### src/design/wslm_pkg.sv
// wslm_pkg: shared types, codes and constants of the station link manager
// no dependencies; imported by every module of the block
`timescale 1ns / 1ps

package wslm_pkg;

  // default parameter values
  localparam int SCAN_LIST_LEN_DEF = 19;
  localparam int TIME_BITS_DEF     = 16;

  // configuration register indexes
  localparam logic [1:0] REG_MAX_ASSOC_RETRY      = 2'd0;
  localparam logic [1:0] REG_SCAN_DWELL           = 2'd1;
  localparam logic [1:0] REG_ASSOC_RETRY_INTERVAL = 2'd2;
  localparam logic [1:0] REG_KEEPALIVE_LIMIT      = 2'd3;

  // configuration reset values
  localparam logic [7:0]  MAX_ASSOC_RETRY_RST      = 8'd5;
  localparam logic [15:0] SCAN_DWELL_RST           = 16'd6;
  localparam logic [15:0] ASSOC_RETRY_INTERVAL_RST = 16'd20;
  localparam logic [15:0] KEEPALIVE_LIMIT_RST      = 16'd7200;  // two hours of seconds

  // requested mode codes
  localparam logic [1:0] REQ_DISABLED = 2'd0;
  localparam logic [1:0] REQ_SCAN     = 2'd2;

  // authentication levels
  localparam logic [1:0] AUTH_DISCONNECTED = 2'd0;
  localparam logic [1:0] AUTH_DEASSOC      = 2'd1;
  localparam logic [1:0] AUTH_AUTHENTIC    = 2'd2;
  localparam logic [1:0] AUTH_ASSOCIATED   = 2'd3;

  // led patterns
  localparam logic [1:0] LED_ON   = 2'd0;
  localparam logic [1:0] LED_SLOW = 2'd1;
  localparam logic [1:0] LED_FAST = 2'd2;

  // reported mode codes
  localparam logic [2:0] MODE_CODE_DISABLED   = 3'd0;
  localparam logic [2:0] MODE_CODE_NORMAL     = 3'd1;
  localparam logic [2:0] MODE_CODE_SCAN       = 3'd2;
  localparam logic [2:0] MODE_CODE_ASSOCIATE  = 3'd3;
  localparam logic [2:0] MODE_CODE_ASSOCIATED = 3'd4;
  localparam logic [2:0] MODE_CODE_CANNOT     = 3'd5;

  localparam logic [3:0] CHANNEL_MIN = 4'd1;
  localparam logic [3:0] CHANNEL_MAX = 4'd14;

  // channel hop order while scanning, the pattern continues past entry 19
  localparam logic [3:0] SCAN_TABLE [32] = '{
    4'd1, 4'd6, 4'd11, 4'd2, 4'd3, 4'd7, 4'd8, 4'd1, 4'd6, 4'd11, 4'd4, 4'd5,
    4'd9, 4'd10, 4'd1, 4'd6, 4'd11, 4'd12, 4'd13,
    4'd1, 4'd6, 4'd11, 4'd2, 4'd3, 4'd7, 4'd8, 4'd1, 4'd6, 4'd11, 4'd4, 4'd5, 4'd9
  };

  typedef enum logic [5:0] {
    MODE_DISABLED   = 6'b000001,
    MODE_NORMAL     = 6'b000010,
    MODE_SCAN       = 6'b000100,
    MODE_ASSOCIATE  = 6'b001000,
    MODE_ASSOCIATED = 6'b010000,
    MODE_CANNOT     = 6'b100000
  } mode_t;

  typedef struct packed {
    logic [7:0]  max_assoc_retry;
    logic [15:0] scan_dwell;
    logic [15:0] assoc_retry_interval;
    logic [15:0] keepalive_limit;
  } cfg_t;

  typedef struct packed {
    logic [1:0]  req_mode;
    logic        req_connect;
    logic        req_copy;
    logic        req_adhoc;
    logic [3:0]  new_ap_channel;
    logic [15:0] coarse_time;
    logic        auth_update;
    logic [1:0]  auth_new_level;
    logic        tx_activity;
  } item_t;

  typedef struct packed {
    logic [2:0] mode_now;
    logic [1:0] led_pattern;
    logic       start_radio;
    logic       stop_radio;
    logic       apply_connect;
    logic       apply_disconnect;
    logic       send_auth;
    logic       send_assoc;
    logic       send_null;
    logic       channel_change;
    logic [3:0] channel;
    logic [1:0] auth_level;
  } result_t;

  // link state apart from the parameter-sized time mark and scan position
  typedef struct packed {
    mode_t       mode;
    logic [1:0]  auth;
    logic [7:0]  retry;
    logic [15:0] keepalive;
    logic [3:0]  ap_channel;
    logic [3:0]  tuned_channel;
    logic [3:0]  wanted_channel;
    logic        adhoc;
    logic        connected;
  } link_state_t;

  function automatic logic [2:0] mode_code(input mode_t m);
    logic [2:0] c;
    case (m)
      MODE_NORMAL:     c = MODE_CODE_NORMAL;
      MODE_SCAN:       c = MODE_CODE_SCAN;
      MODE_ASSOCIATE:  c = MODE_CODE_ASSOCIATE;
      MODE_ASSOCIATED: c = MODE_CODE_ASSOCIATED;
      MODE_CANNOT:     c = MODE_CODE_CANNOT;
      default:         c = MODE_CODE_DISABLED;
    endcase
    return c;
  endfunction

endpackage

### src/design/wifi_station_link_manager.sv
// wifi_station_link_manager: top level with input register, link state and result register
// depends on wslm_pkg, wslm_cfg and wslm_step
`timescale 1ns / 1ps

// One request (tick) per clock while results are taken: a request is held
// in an input register, the whole mode step runs as combinational logic,
// and its result lands in an output register; a new tick is accepted every
// cycle while results are taken.
// A stalled result holds the input register, which in turn holds in_ready low.
// The link state (mode, auth level, timers, scan position, channels) updates
// when a request moves into the output register. Configuration writes are
// accepted every cycle on the cfg port and should be made while the block is
// idle.
module wifi_station_link_manager import wslm_pkg::*; #(
  parameter int SCAN_LIST_LEN = SCAN_LIST_LEN_DEF,
  parameter int TIME_BITS     = TIME_BITS_DEF
) (
  input  logic        clk,
  input  logic        rst_n,
  // configuration writes
  input  logic        cfg_valid,
  output logic        cfg_ready,
  input  logic [1:0]  cfg_index,
  input  logic [15:0] cfg_wdata,
  // tick requests
  input  logic        in_valid,
  output logic        in_ready,
  input  logic [1:0]  in_req_mode,
  input  logic        in_req_connect,
  input  logic        in_req_copy,
  input  logic        in_req_adhoc,
  input  logic [3:0]  in_new_ap_channel,
  input  logic [15:0] in_coarse_time,
  input  logic        in_auth_update,
  input  logic [1:0]  in_auth_new_level,
  input  logic        in_tx_activity,
  // results
  output logic        out_valid,
  input  logic        out_ready,
  output logic [2:0]  out_mode_now,
  output logic [1:0]  out_led_pattern,
  output logic        out_start_radio,
  output logic        out_stop_radio,
  output logic        out_apply_connect,
  output logic        out_apply_disconnect,
  output logic        out_send_auth,
  output logic        out_send_assoc,
  output logic        out_send_null,
  output logic        out_channel_change,
  output logic [3:0]  out_channel,
  output logic [1:0]  out_auth_level
);

  localparam int SPW = (SCAN_LIST_LEN > 1) ? $clog2(SCAN_LIST_LEN) : 1;

  cfg_t                 cfg;
  item_t                in_item;
  item_t                item_r;
  logic                 item_valid_r;
  logic                 advance;
  link_state_t          st_r;
  link_state_t          st_nxt;
  logic [TIME_BITS-1:0] mark_r;
  logic [TIME_BITS-1:0] mark_nxt;
  logic [SPW-1:0]       pos_r;
  logic [SPW-1:0]       pos_nxt;
  result_t              res_nxt;
  result_t              res_r;
  logic                 out_valid_r;

  // configuration registers
  assign cfg_ready = 1'b1;

  wslm_cfg u_cfg (
    .clk      (clk),
    .rst_n    (rst_n),
    .wr_en    (cfg_valid && cfg_ready),
    .wr_index (cfg_index),
    .wr_data  (cfg_wdata),
    .cfg      (cfg)
  );

  // pack the incoming request
  assign in_item.req_mode       = in_req_mode;
  assign in_item.req_connect    = in_req_connect;
  assign in_item.req_copy       = in_req_copy;
  assign in_item.req_adhoc      = in_req_adhoc;
  assign in_item.new_ap_channel = in_new_ap_channel;
  assign in_item.coarse_time    = in_coarse_time;
  assign in_item.auth_update    = in_auth_update;
  assign in_item.auth_new_level = in_auth_new_level;
  assign in_item.tx_activity    = in_tx_activity;

  // pipeline flow control
  assign advance  = item_valid_r && (!out_valid_r || out_ready);
  assign in_ready = !item_valid_r || advance;

  // input register
  always_ff @(posedge clk) begin
    if (!rst_n) begin
      item_valid_r <= 1'b0;
    end else if (in_ready) begin
      item_valid_r <= in_valid;
    end
  end

  always_ff @(posedge clk) begin
    if (in_valid && in_ready) begin
      item_r <= in_item;
    end
  end

  // one tick of the mode controller
  wslm_step #(
    .SCAN_LIST_LEN (SCAN_LIST_LEN),
    .TIME_BITS     (TIME_BITS),
    .SPW           (SPW)
  ) u_step (
    .cfg      (cfg),
    .item     (item_r),
    .st_in    (st_r),
    .mark_in  (mark_r),
    .pos_in   (pos_r),
    .st_out   (st_nxt),
    .mark_out (mark_nxt),
    .pos_out  (pos_nxt),
    .res      (res_nxt)
  );

  // link state
  always_ff @(posedge clk) begin
    if (!rst_n) begin
      st_r.mode           <= MODE_DISABLED;
      st_r.auth           <= AUTH_DISCONNECTED;
      st_r.retry          <= '0;
      st_r.keepalive      <= '0;
      st_r.ap_channel     <= CHANNEL_MIN;
      st_r.tuned_channel  <= CHANNEL_MIN;
      st_r.wanted_channel <= CHANNEL_MIN;
      st_r.adhoc          <= 1'b0;
      st_r.connected      <= 1'b0;
      mark_r              <= '0;
      pos_r               <= '0;
    end else if (advance) begin
      st_r   <= st_nxt;
      mark_r <= mark_nxt;
      pos_r  <= pos_nxt;
    end
  end

  // result register
  always_ff @(posedge clk) begin
    if (!rst_n) begin
      out_valid_r <= 1'b0;
    end else if (advance) begin
      out_valid_r <= 1'b1;
    end else if (out_ready) begin
      out_valid_r <= 1'b0;
    end
  end

  always_ff @(posedge clk) begin
    if (advance) begin
      res_r <= res_nxt;
    end
  end

  assign out_valid            = out_valid_r;
  assign out_mode_now         = res_r.mode_now;
  assign out_led_pattern      = res_r.led_pattern;
  assign out_start_radio      = res_r.start_radio;
  assign out_stop_radio       = res_r.stop_radio;
  assign out_apply_connect    = res_r.apply_connect;
  assign out_apply_disconnect = res_r.apply_disconnect;
  assign out_send_auth        = res_r.send_auth;
  assign out_send_assoc       = res_r.send_assoc;
  assign out_send_null        = res_r.send_null;
  assign out_channel_change   = res_r.channel_change;
  assign out_channel          = res_r.channel;
  assign out_auth_level       = res_r.auth_level;

  // radio start only leaves the disabled mode for normal
  a_start_from_disabled: assert property (@(posedge clk) disable iff (!rst_n)
    out_valid && out_start_radio |->
      out_mode_now == MODE_CODE_NORMAL && out_led_pattern == LED_ON)
    else $error("start_radio outside a disabled-to-normal step");

  // a connect always retunes the radio
  a_connect_tunes: assert property (@(posedge clk) disable iff (!rst_n)
    out_valid && out_apply_connect |-> out_channel_change && !out_send_assoc)
    else $error("apply_connect without channel change");

  // the associated mode is only held at full auth level
  a_associated_auth: assert property (@(posedge clk) disable iff (!rst_n)
    out_valid && out_mode_now == MODE_CODE_ASSOCIATED |-> out_auth_level == AUTH_ASSOCIATED)
    else $error("associated mode with auth level below associated");

  // a result held back keeps the step from running, so state does not move
  a_stall_holds_state: assert property (@(posedge clk) disable iff (!rst_n)
    out_valid && !out_ready |=> $stable(st_r) && $stable(mark_r))
    else $error("link state moved while result was stalled");

endmodule

### src/design/wslm_cfg.sv
// wslm_cfg: configuration register file of the station link manager
// depends on wslm_pkg for register indexes, reset values and cfg_t
`timescale 1ns / 1ps

module wslm_cfg import wslm_pkg::*; (
  input  logic        clk,
  input  logic        rst_n,
  input  logic        wr_en,
  input  logic [1:0]  wr_index,
  input  logic [15:0] wr_data,
  output cfg_t        cfg
);

  cfg_t cfg_r;
  cfg_t cfg_nxt;

  // decode one register write
  always_comb begin
    cfg_nxt = cfg_r;
    if (wr_en) begin
      case (wr_index)
        REG_MAX_ASSOC_RETRY:      cfg_nxt.max_assoc_retry      = wr_data[7:0];
        REG_SCAN_DWELL:           cfg_nxt.scan_dwell           = wr_data;
        REG_ASSOC_RETRY_INTERVAL: cfg_nxt.assoc_retry_interval = wr_data;
        REG_KEEPALIVE_LIMIT:      cfg_nxt.keepalive_limit      = wr_data;
        default:                  cfg_nxt = cfg_r;
      endcase
    end
  end

  always_ff @(posedge clk) begin
    if (!rst_n) begin
      cfg_r.max_assoc_retry      <= MAX_ASSOC_RETRY_RST;
      cfg_r.scan_dwell           <= SCAN_DWELL_RST;
      cfg_r.assoc_retry_interval <= ASSOC_RETRY_INTERVAL_RST;
      cfg_r.keepalive_limit      <= KEEPALIVE_LIMIT_RST;
    end else begin
      cfg_r <= cfg_nxt;
    end
  end

  assign cfg = cfg_r;

endmodule

### src/design/wslm_step.sv
// wslm_step: next-state and result logic for one tick of the link manager
// depends on wslm_pkg for state, item, result and configuration types
`timescale 1ns / 1ps

module wslm_step import wslm_pkg::*; #(
  parameter int SCAN_LIST_LEN = SCAN_LIST_LEN_DEF,
  parameter int TIME_BITS     = TIME_BITS_DEF,
  parameter int SPW           = (SCAN_LIST_LEN > 1) ? $clog2(SCAN_LIST_LEN) : 1
) (
  input  cfg_t                 cfg,
  input  item_t                item,
  input  link_state_t          st_in,
  input  logic [TIME_BITS-1:0] mark_in,
  input  logic [SPW-1:0]       pos_in,
  output link_state_t          st_out,
  output logic [TIME_BITS-1:0] mark_out,
  output logic [SPW-1:0]       pos_out,
  output result_t              res
);

  localparam logic [SPW:0] POS_LIMIT = (SPW+1)'(SCAN_LIST_LEN);

  logic [TIME_BITS-1:0] now;
  logic [TIME_BITS-1:0] elapsed;
  logic                 dwell_passed;
  logic                 retry_passed;
  logic [3:0]           new_ch;
  logic [SPW:0]         pos_inc;
  logic [SPW-1:0]       pos_wrap;
  link_state_t          st;

  // elapsed time since the mark, modulo the timer width
  assign now          = TIME_BITS'(item.coarse_time);
  assign elapsed      = now - mark_in;
  assign dwell_passed = 32'(elapsed) > 32'(cfg.scan_dwell);
  assign retry_passed = 32'(elapsed) > 32'(cfg.assoc_retry_interval);

  // clamp the offered channel into 1..14
  always_comb begin
    new_ch = item.new_ap_channel;
    if (new_ch < CHANNEL_MIN) new_ch = CHANNEL_MIN;
    if (new_ch > CHANNEL_MAX) new_ch = CHANNEL_MAX;
  end

  // scan position advance with wrap at the list length
  assign pos_inc  = {1'b0, pos_in} + 1'b1;
  assign pos_wrap = (pos_inc >= POS_LIMIT) ? '0 : pos_inc[SPW-1:0];

  // mode controller
  always_comb begin
    st       = st_in;
    mark_out = mark_in;
    pos_out  = pos_in;
    res      = '0;

    // events reported since the last tick
    if (item.auth_update) st.auth = item.auth_new_level;
    if (item.tx_activity) st.keepalive = '0;

    case (st_in.mode)
      MODE_NORMAL: begin
        res.led_pattern = LED_SLOW;
        if (item.req_mode == REQ_DISABLED) begin
          res.stop_radio = 1'b1;
          st.mode        = MODE_DISABLED;
        end else if (item.req_mode == REQ_SCAN) begin
          mark_out = now;
          st.mode  = MODE_SCAN;
        end else begin
          if (st_in.connected) begin
            res.apply_disconnect = 1'b1;
            st.connected         = 1'b0;
          end
          if (item.req_connect) begin
            if (item.req_copy) begin
              st.ap_channel = new_ch;
              st.adhoc      = item.req_adhoc;
            end
            res.apply_connect  = 1'b1;
            st.wanted_channel  = st.ap_channel;
            st.tuned_channel   = st.ap_channel;
            res.channel_change = 1'b1;
            if (st.adhoc) begin
              st.auth = AUTH_ASSOCIATED;
            end else begin
              res.send_auth = 1'b1;
              st.auth       = AUTH_DISCONNECTED;
            end
            st.connected = 1'b1;
            mark_out     = now;
            st.mode      = MODE_ASSOCIATE;
            st.retry     = '0;
          end
        end
      end
      MODE_SCAN: begin
        res.led_pattern = LED_SLOW;
        if (item.req_mode != REQ_SCAN) begin
          st.mode = MODE_NORMAL;
        end else if (dwell_passed) begin
          mark_out          = now;
          st.wanted_channel = SCAN_TABLE[5'(pos_in)];
          pos_out           = pos_wrap;
        end
      end
      MODE_ASSOCIATE: begin
        res.led_pattern = LED_SLOW;
        if (st.auth == AUTH_ASSOCIATED) begin
          st.mode = MODE_ASSOCIATED;
        end else if (retry_passed && (st_in.retry >= cfg.max_assoc_retry)) begin
          // give up, saturating retry count
          mark_out = now;
          if (st_in.retry != 8'hFF) st.retry = st_in.retry + 8'd1;
          st.mode = MODE_CANNOT;
        end else begin
          if (retry_passed) begin
            mark_out = now;
            st.retry = st_in.retry + 8'd1;
            if (st.auth == AUTH_DISCONNECTED) begin
              if (!st.adhoc) res.send_auth = 1'b1;
              else           st.auth = AUTH_ASSOCIATED;
            end else if (st.auth == AUTH_DEASSOC || st.auth == AUTH_AUTHENTIC) begin
              res.send_assoc = 1'b1;
            end
          end
          if (!item.req_connect) st.mode = MODE_NORMAL;
        end
      end
      MODE_ASSOCIATED: begin
        res.led_pattern = LED_FAST;
        if (st.keepalive >= cfg.keepalive_limit) begin
          st.keepalive  = '0;
          res.send_null = 1'b1;
        end else begin
          st.keepalive = st.keepalive + 16'd1;
        end
        if (!item.req_connect)              st.mode = MODE_NORMAL;
        else if (st.auth != AUTH_ASSOCIATED) st.mode = MODE_ASSOCIATE;
      end
      MODE_CANNOT: begin
        res.led_pattern = LED_SLOW;
        if (!item.req_connect) st.mode = MODE_NORMAL;
      end
      default: begin
        res.led_pattern = LED_ON;
        st.mode         = MODE_DISABLED;
        if (item.req_mode != REQ_DISABLED) begin
          res.start_radio = 1'b1;
          st.mode         = MODE_NORMAL;
        end
      end
    endcase

    // retune when the wanted channel moved
    if (st.tuned_channel != st.wanted_channel) begin
      st.tuned_channel   = st.wanted_channel;
      res.channel_change = 1'b1;
    end

    res.mode_now   = mode_code(st.mode);
    res.channel    = st.tuned_channel;
    res.auth_level = st.auth;
    st_out         = st;
  end

endmodule

### config.mk
export PLATFORM = sky130hd
export DESIGN_NAME = wifi_station_link_manager
export DESIGN_NICKNAME = d
export VERILOG_FILES = /design/src/design/wslm_pkg.sv /design/src/design/wifi_station_link_manager.sv /design/src/design/wslm_cfg.sv /design/src/design/wslm_step.sv
export SDC_FILE = /design/constraint.sdc
export NUM_CORES = 1
export LEC_CHECK = 0
export BUFFER_PORTS_ARGS = -buffer_cell sky130_fd_sc_hd__buf_2
export CELL_PAD_IN_SITES_DETAIL_PLACEMENT = 1
export CELL_PAD_IN_SITES_GLOBAL_PLACEMENT = 2
export CORE_MARGIN = 3
export CORE_UTILIZATION = 34
export CTS_CLUSTER_DIAMETER = 50
export CTS_CLUSTER_SIZE = 20
export DETAILED_ROUTE_END_ITERATION = 16
export PLACE_DENSITY_LB_ADDON = 0.1
export SLEW_MARGIN = 30
export SYNTH_ARGS = -nofsm -noshare
export SYNTH_HDL_FRONTEND = slang
export SYNTH_SLANG_ARGS = --single-unit
export TNS_END_PERCENT = 10
### constraint.sdc
create_clock -name clk -period 4.9 [get_ports clk]
set_clock_uncertainty 0.15 [all_clocks]
set_input_delay 0.49 -clock clk [delete_from_list [all_inputs] [get_ports clk]]
set_output_delay 0.49 -clock clk [all_outputs]
set_load 0.03 [all_outputs]
Word level (Yosys, flattened, before mapping)
Memory sizes are Yosys's and may differ from the RTL's.
Cells that the tools add are included.
Widths: inputs -> output; s select.
Cells by class
  add/sub/neg operators: 4
  order comparisons: 8
  equality and inequality tests: 30
  mux-type cells: 78
  bitwise gates (word level): 7
  reductions and logical operators: 28
Operators by type and width (number)
  $mux 16: 12
  $mux 10: 7
  $mux 6: 8
  $pmux 16 s3: 1
  $mux 4: 9
  $gt 16x16->1: 2
  $pmux 6 s5: 1
  $mux 1: 23
  $pmux 10 s2: 1
  $mux 2: 9
  $add 16x1->16 const B: 1
  $ge 16x16->1: 1
  $mux 8: 2
  $reduce_and 8->1: 2
  $sub 16x16->16: 1
  $pmux 3 s5: 1
  $ne 2x2->1 const B: 7
  $eq 6x2->1 const B: 2
  $eq 6x3->1 const B: 2
  $eq 6x4->1 const B: 2
  $eq 6x5->1 const B: 2
  $eq 6x6->1 const B: 2
  $eq 2x2->1 const B: 5
  $reduce_or 5->1: 2
  31 further kinds: 50
Word-level totals
  flip-flop bits (word level): 173
  memory bits (read-only): 128
  input bits: 52
  output and inout bits: 22
  logic and storage cells: 194
  memories: 1
Memory list
  (no name shown): depth 32, width 4, rd ports 1, clocked after Yosys merged registers in 0, wr ports 0, line wslm_step.sv:102  | st.wanted_channel = SCAN_TABLE[5'(pos_in)];

Logic depth before layout (Yosys ltp)
  word-level depth: 12
  depth in mapped cells: 24
  gate-level depth less buffers: 22

Hierarchy
From an unflattened synthesis, not the netlist that was laid out.
Unflattened totals
  cells, all modules: 1216
  area, all modules: 10910.5 µm²
By module, submodules not included
  wslm_step: times used 1, cells each 652, area an instance 4481.8 µm², sequential area each 0.0 µm²
  wifi_station_link_manager: times used 1, cells each 350, area an instance 4262.8 µm², sequential area each 2822.7 µm²
  wslm_cfg: times used 1, cells each 214, area an instance 2165.8 µm², sequential area each 1121.1 µm²

Least setup slack after synthesis
Ideal clock, no wire load.
  path type: register -> register
  start: register item_r[5] (netlist name)
  end: register pos_r[4]
  library setup time: 70 ps
  arrival time: 4454 ps
  data required time: 4680 ps
  slack: 226 ps
  stages on the path, launching flop included: 23
  buffers on the path: 2
  clock period less this slack: 4674 ps
  cells stage by stage: edfxtp_1 -> ha_1 -> nor2b_1 -> o31ai_1 -> a211oi_1 -> o311a_1 -> o21a_1 -> o21ai_0 -> nand2b_1 -> a21oi_1 -> xnor2_1 -> ha_1 -> nand4_1 -> or3_1 -> a21o_1 -> a31o_1 -> buf_6 -> or2_0 -> buf_6 -> nor2_2 -> nand2_1 -> or3_1 -> a21oi_1
On the way
  word-level cells in the longest chain between the ends: 3
Ends and longest elaborated chain
  start, declared: line wifi_station_link_manager.sv:58  | item_t item_r;
  start signal, assigned: line wifi_station_link_manager.sv:109  | item_r <= in_item;
  $sub 16x16->16: line wslm_step.sv:34  | assign elapsed = now - mark_in;
  $gt 16x16->1: line wslm_step.sv:35  | assign dwell_passed = 32'(elapsed) > 32'(cfg.scan_dwell);
  $reduce_and 4->1 (no line)
  end signal, assigned: line wifi_station_link_manager.sv:147  | pos_r <= pos_nxt;
  end, declared: line wifi_station_link_manager.sv:65  | logic [SPW-1:0] pos_r;
Every way passes these cells.
A chain may end at the register's enable or synchronous reset.

Worst setup path after layout
  start: register item_r[4] (netlist name)
  end: register res_r, in the netlist out_channel_change, data pin
On the way
  word-level cells in the longest chain between the ends: 6
Ends and longest elaborated chain
  $sub 16x16->16: line wslm_step.sv:34
  $gt 16x16->1: line wslm_step.sv:35
  $mux 4: line wslm_step.sv:100  | end else if (dwell_passed) begin
  $mux 4: line wslm_step.sv:98  | if (item.req_mode != REQ_SCAN) begin
  $pmux 4 s2: line wslm_step.sv:60  | case (st_in.mode)
  $ne 4x4->1: line wslm_step.sv:155  | if (st.tuned_channel != st.wanted_channel) begin
  end signal, assigned: line wifi_station_link_manager.sv:164  | res_r <= res_nxt;
  end, declared: line wifi_station_link_manager.sv:68  | result_t res_r;
Every way passes these cells.

==> impl_metrics.ini <==
[run_status]
status = finished, final reports clean

[clock_tree]
cts-buffers-inserted = 17
root_buffer = clkbuf_16
clk_latency_ns = 0.43
cts.clk_slew.worst_paths_ns = 0.07
h-tree-depth = 4
cts_tree = yes
cts-hold-fix-buffers = 0
clkSinkCount = 173
clk_path_buf_depth = 2

[yosys]
postSynth.asyncResetShare_pct = 0
avgSynthCellArea_um2 = 8.581
ys_types = 79
ys.flop_type = dfxtp_1
synth_seq_cells = 173
syn_inst = 1128
synth_area_leaders = dfxtp_1 (26%), edfxtp_1 (15%), ha_1 (10%)
seq_area_frac_synth_pct = 40.74
synth_commonest_cells = nand2_1 (156), dfxtp_1 (125), a21oi_1 (113)
yosysMostFrequentCell = nand2_1
yosysTopAreaCell = dfxtp_1
synth_top_area_share_pct = 25.85
synth_warnings = 0
syn_nets = 1262
synth-edff-count = 48
syn-cell-area_um2 = 9679

[floorplan]
row_count = 61
die_h_um = 174.7
ios = 74
dieArea_um2 = 30530
initial_core_util_pct = 34.65
die_x_um = 174.7
coreArea_um2 = 27930

[timing]
rsz0062_at_grt = true
slew_viol_final = 0
fmaxAchievable_ghz = 0.2095
worst_pin_slew_ns = 0.8988
hold_violations = 0
final-setup-viol-count = 0
whs_ns = 0.07767
min_period_ns = 4.774
max-slew-margin-rel_pct = 39.80
finalCritPeriodShare_pct = 97.42

[run]
maxCapViolations = 0

[setup_path]
crit_slowest_cell = or4_4
r2r_slack_ns = 0.13
start_kind = register
cpPeakStageDelay_ns = 0.51
rr_worst_depth = 22
cp-end-kind = register
path_class = register to register
crit_required_ns = 4.93
cp_common_cell = a21o_1
path_max_fanout = 7
arrival_ns = 4.80
worstPathCellList = inv_1 > ha_2 > fa_2 > nor2b_1 > o21ai_1 > a21boi_2 > or4_4 > nand3_4 > a31oi_4 > a21o_1 > a21oi_2 > xnor2_2 > ha_1 > nand4_1 > or3_1 > a21o_1 > a31o_4 > buf_4 > a21oi_1 > xor2_1 > and3_1 > nand3_1

[final_layout]
stdcell_area_um2 = 11250
antenna_cells = 0
layout-drive-gt1-share_pct = 14.47
area_growth_pct = 16.27
nets = 1331

[route]
first_pass_iters = 4
viasPerCell = 5.070
drc = 0
drt-initial-drc-count = 410
wl_per_cell_um = 17.27
vias = 8046
wl_um = 27410
ant_nets = 0

[power]
p_seq_share_pct = 45.7
ir_drop_v = 0.0001868
p_clk_share_pct = 42.5
p_leak_uw = 0.004445
switching_share_pct = 26.37
powerDensity_nw_per_um2 = 300.4
combPwrFrac_pct = 11.8
intPower_uw = 2489
power_switching_uw = 891.5
power_uw = 3380

[grt]
overflow = 0
grt_pass1_vias = 8088
grt_pass1_wl_um = 43900
track_usage_pct = 17.98
antenna_found_initial = 0
grt_max_degree = 51

[hold_path]
whs_path_depth = 1
hold_class = input port to register

[placement]
place_area_um2 = 10480
gp_congestion = 0.7637
portBuffers = 72
dp_hpwl_um = 19930
[power by group through the flow]
stage	Combinational (uW)	Clock, uW	Sequential (uW)
floorplan	240	0	1580
global placement	379	0	1580
detailed placement	385	0	1580
CTS	388	1480	1540
global route	450	1530	1550
finish	399	1440	1540
[cell families after synthesis]
kind of cell	Yosys count	share of synthesized area, %
multiplexers	29	3.128
adder cells (fa/ha/maj)	82	10.68
flip-flops	173	40.74
other	1	0.03874
buffers and inverters	146	5.972
AND/OR/NAND/NOR	409	20.24
XOR/XNOR	25	2.262
AO/OA/AOI/OAI	263	16.93
[area by class of cell]
type,count,area [um^2]
Clock buffer,19,442.9
Sequential cell,173,3945
Inverter,93,349.1
Timing Repair Buffer,103,605.6
Clock inverter,12,162.7
Multi-Input combinational cell,809,5276
Tap cell,378,473.0
Fill cell,3334,16680
[through the flow]
stage / TNS (ns) / std cells / utilization [%] / setup WS, ns
finish: 0 / 1587 / 40.29 / 0.1265
detailed placement: -0.08492 / 1549 / 37.50 / -0.05128
CTS: 0 / 1580 / 39.71 / 0.01711
global placement: 0 / 1549 / 37.50 / 0.05877
floorplan: 0 / 1128 / - / 0.2260
global route: -0.8075 / 1587 / 40.29 / -0.1291
[worst paths after layout]
path                                            to              start
worst min register to register       u_cfg.cfg[41]      u_cfg.cfg[41]
worst max-delay path            out_channel_change          item_r[4]
worst min-delay path                    item_r[10]  in_coarse_time[6]
worst max register to register  out_channel_change          item_r[4]
[cell usage in the layout, fill, tap and decap left out, types with 4 or more instances in the layout]
cell and count:
a31oi_1 8, nand3b_1 5, clkbuf_16 17, and3_1 9, mux2i_1 28, ha_1 80
nor2b_1 19, o211ai_1 21, dfxtp_1 124, buf_2 72, o21ai_0 35, a21boi_0 5
a21oi_2 4, nand2b_1 13, or2_2 5, nand2_1 156, nor2_1 93, a211oi_1 7
buf_4 30, o21a_1 15, or3_1 10, inv_1 89, xnor2_1 16, edfxtp_1 48
xor2_1 7, nand4_1 19, a21o_1 15, nand3_1 33, nand4b_1 5, a21oi_1 109
nor4_1 4, nor3_1 13, o22ai_1 4
[state kept, by name, summed over array words and instances, names as in the netlist, 2 cells and up]
signal	cells
item_r	29
mark_r	16
out_auth_level	2
out_channel	4
out_led_pattern	2
out_mode_now	3
pos_r	5
st_r	46
u_cfg.cfg	56
[routing by layer]
metal  wire (um)  GRT usage [%]  vias up  part of all wire [%]
met2       12890          29.93       79                    47
met5           0              0        -                     0
met3         661          2.564       10                   2.4
met4         211          4.056        0                  0.77
li1            -              -     4086                     -
met1       13650          24.85     3871                    50
[worst max-delay path: cells and delay by family (launching register included)]
kind,cells,cell delay (ns)
simple gates,7,1.46
buf+inv,2,0.22
fa+ha+maj,3,0.70
xor+xnor,2,0.24
compound gates,8,1.35
flops,1,0.39
[what timing repair did]
action                                  4_1_cts  5_1_grt
endpoints found under the setup margin        5       45
pin swaps                                     0       17
resized for setup                             4       24
endpoints found under the hold margin         0        0
setup buffers                                 0        7
(Power assumes the default switching activity.)
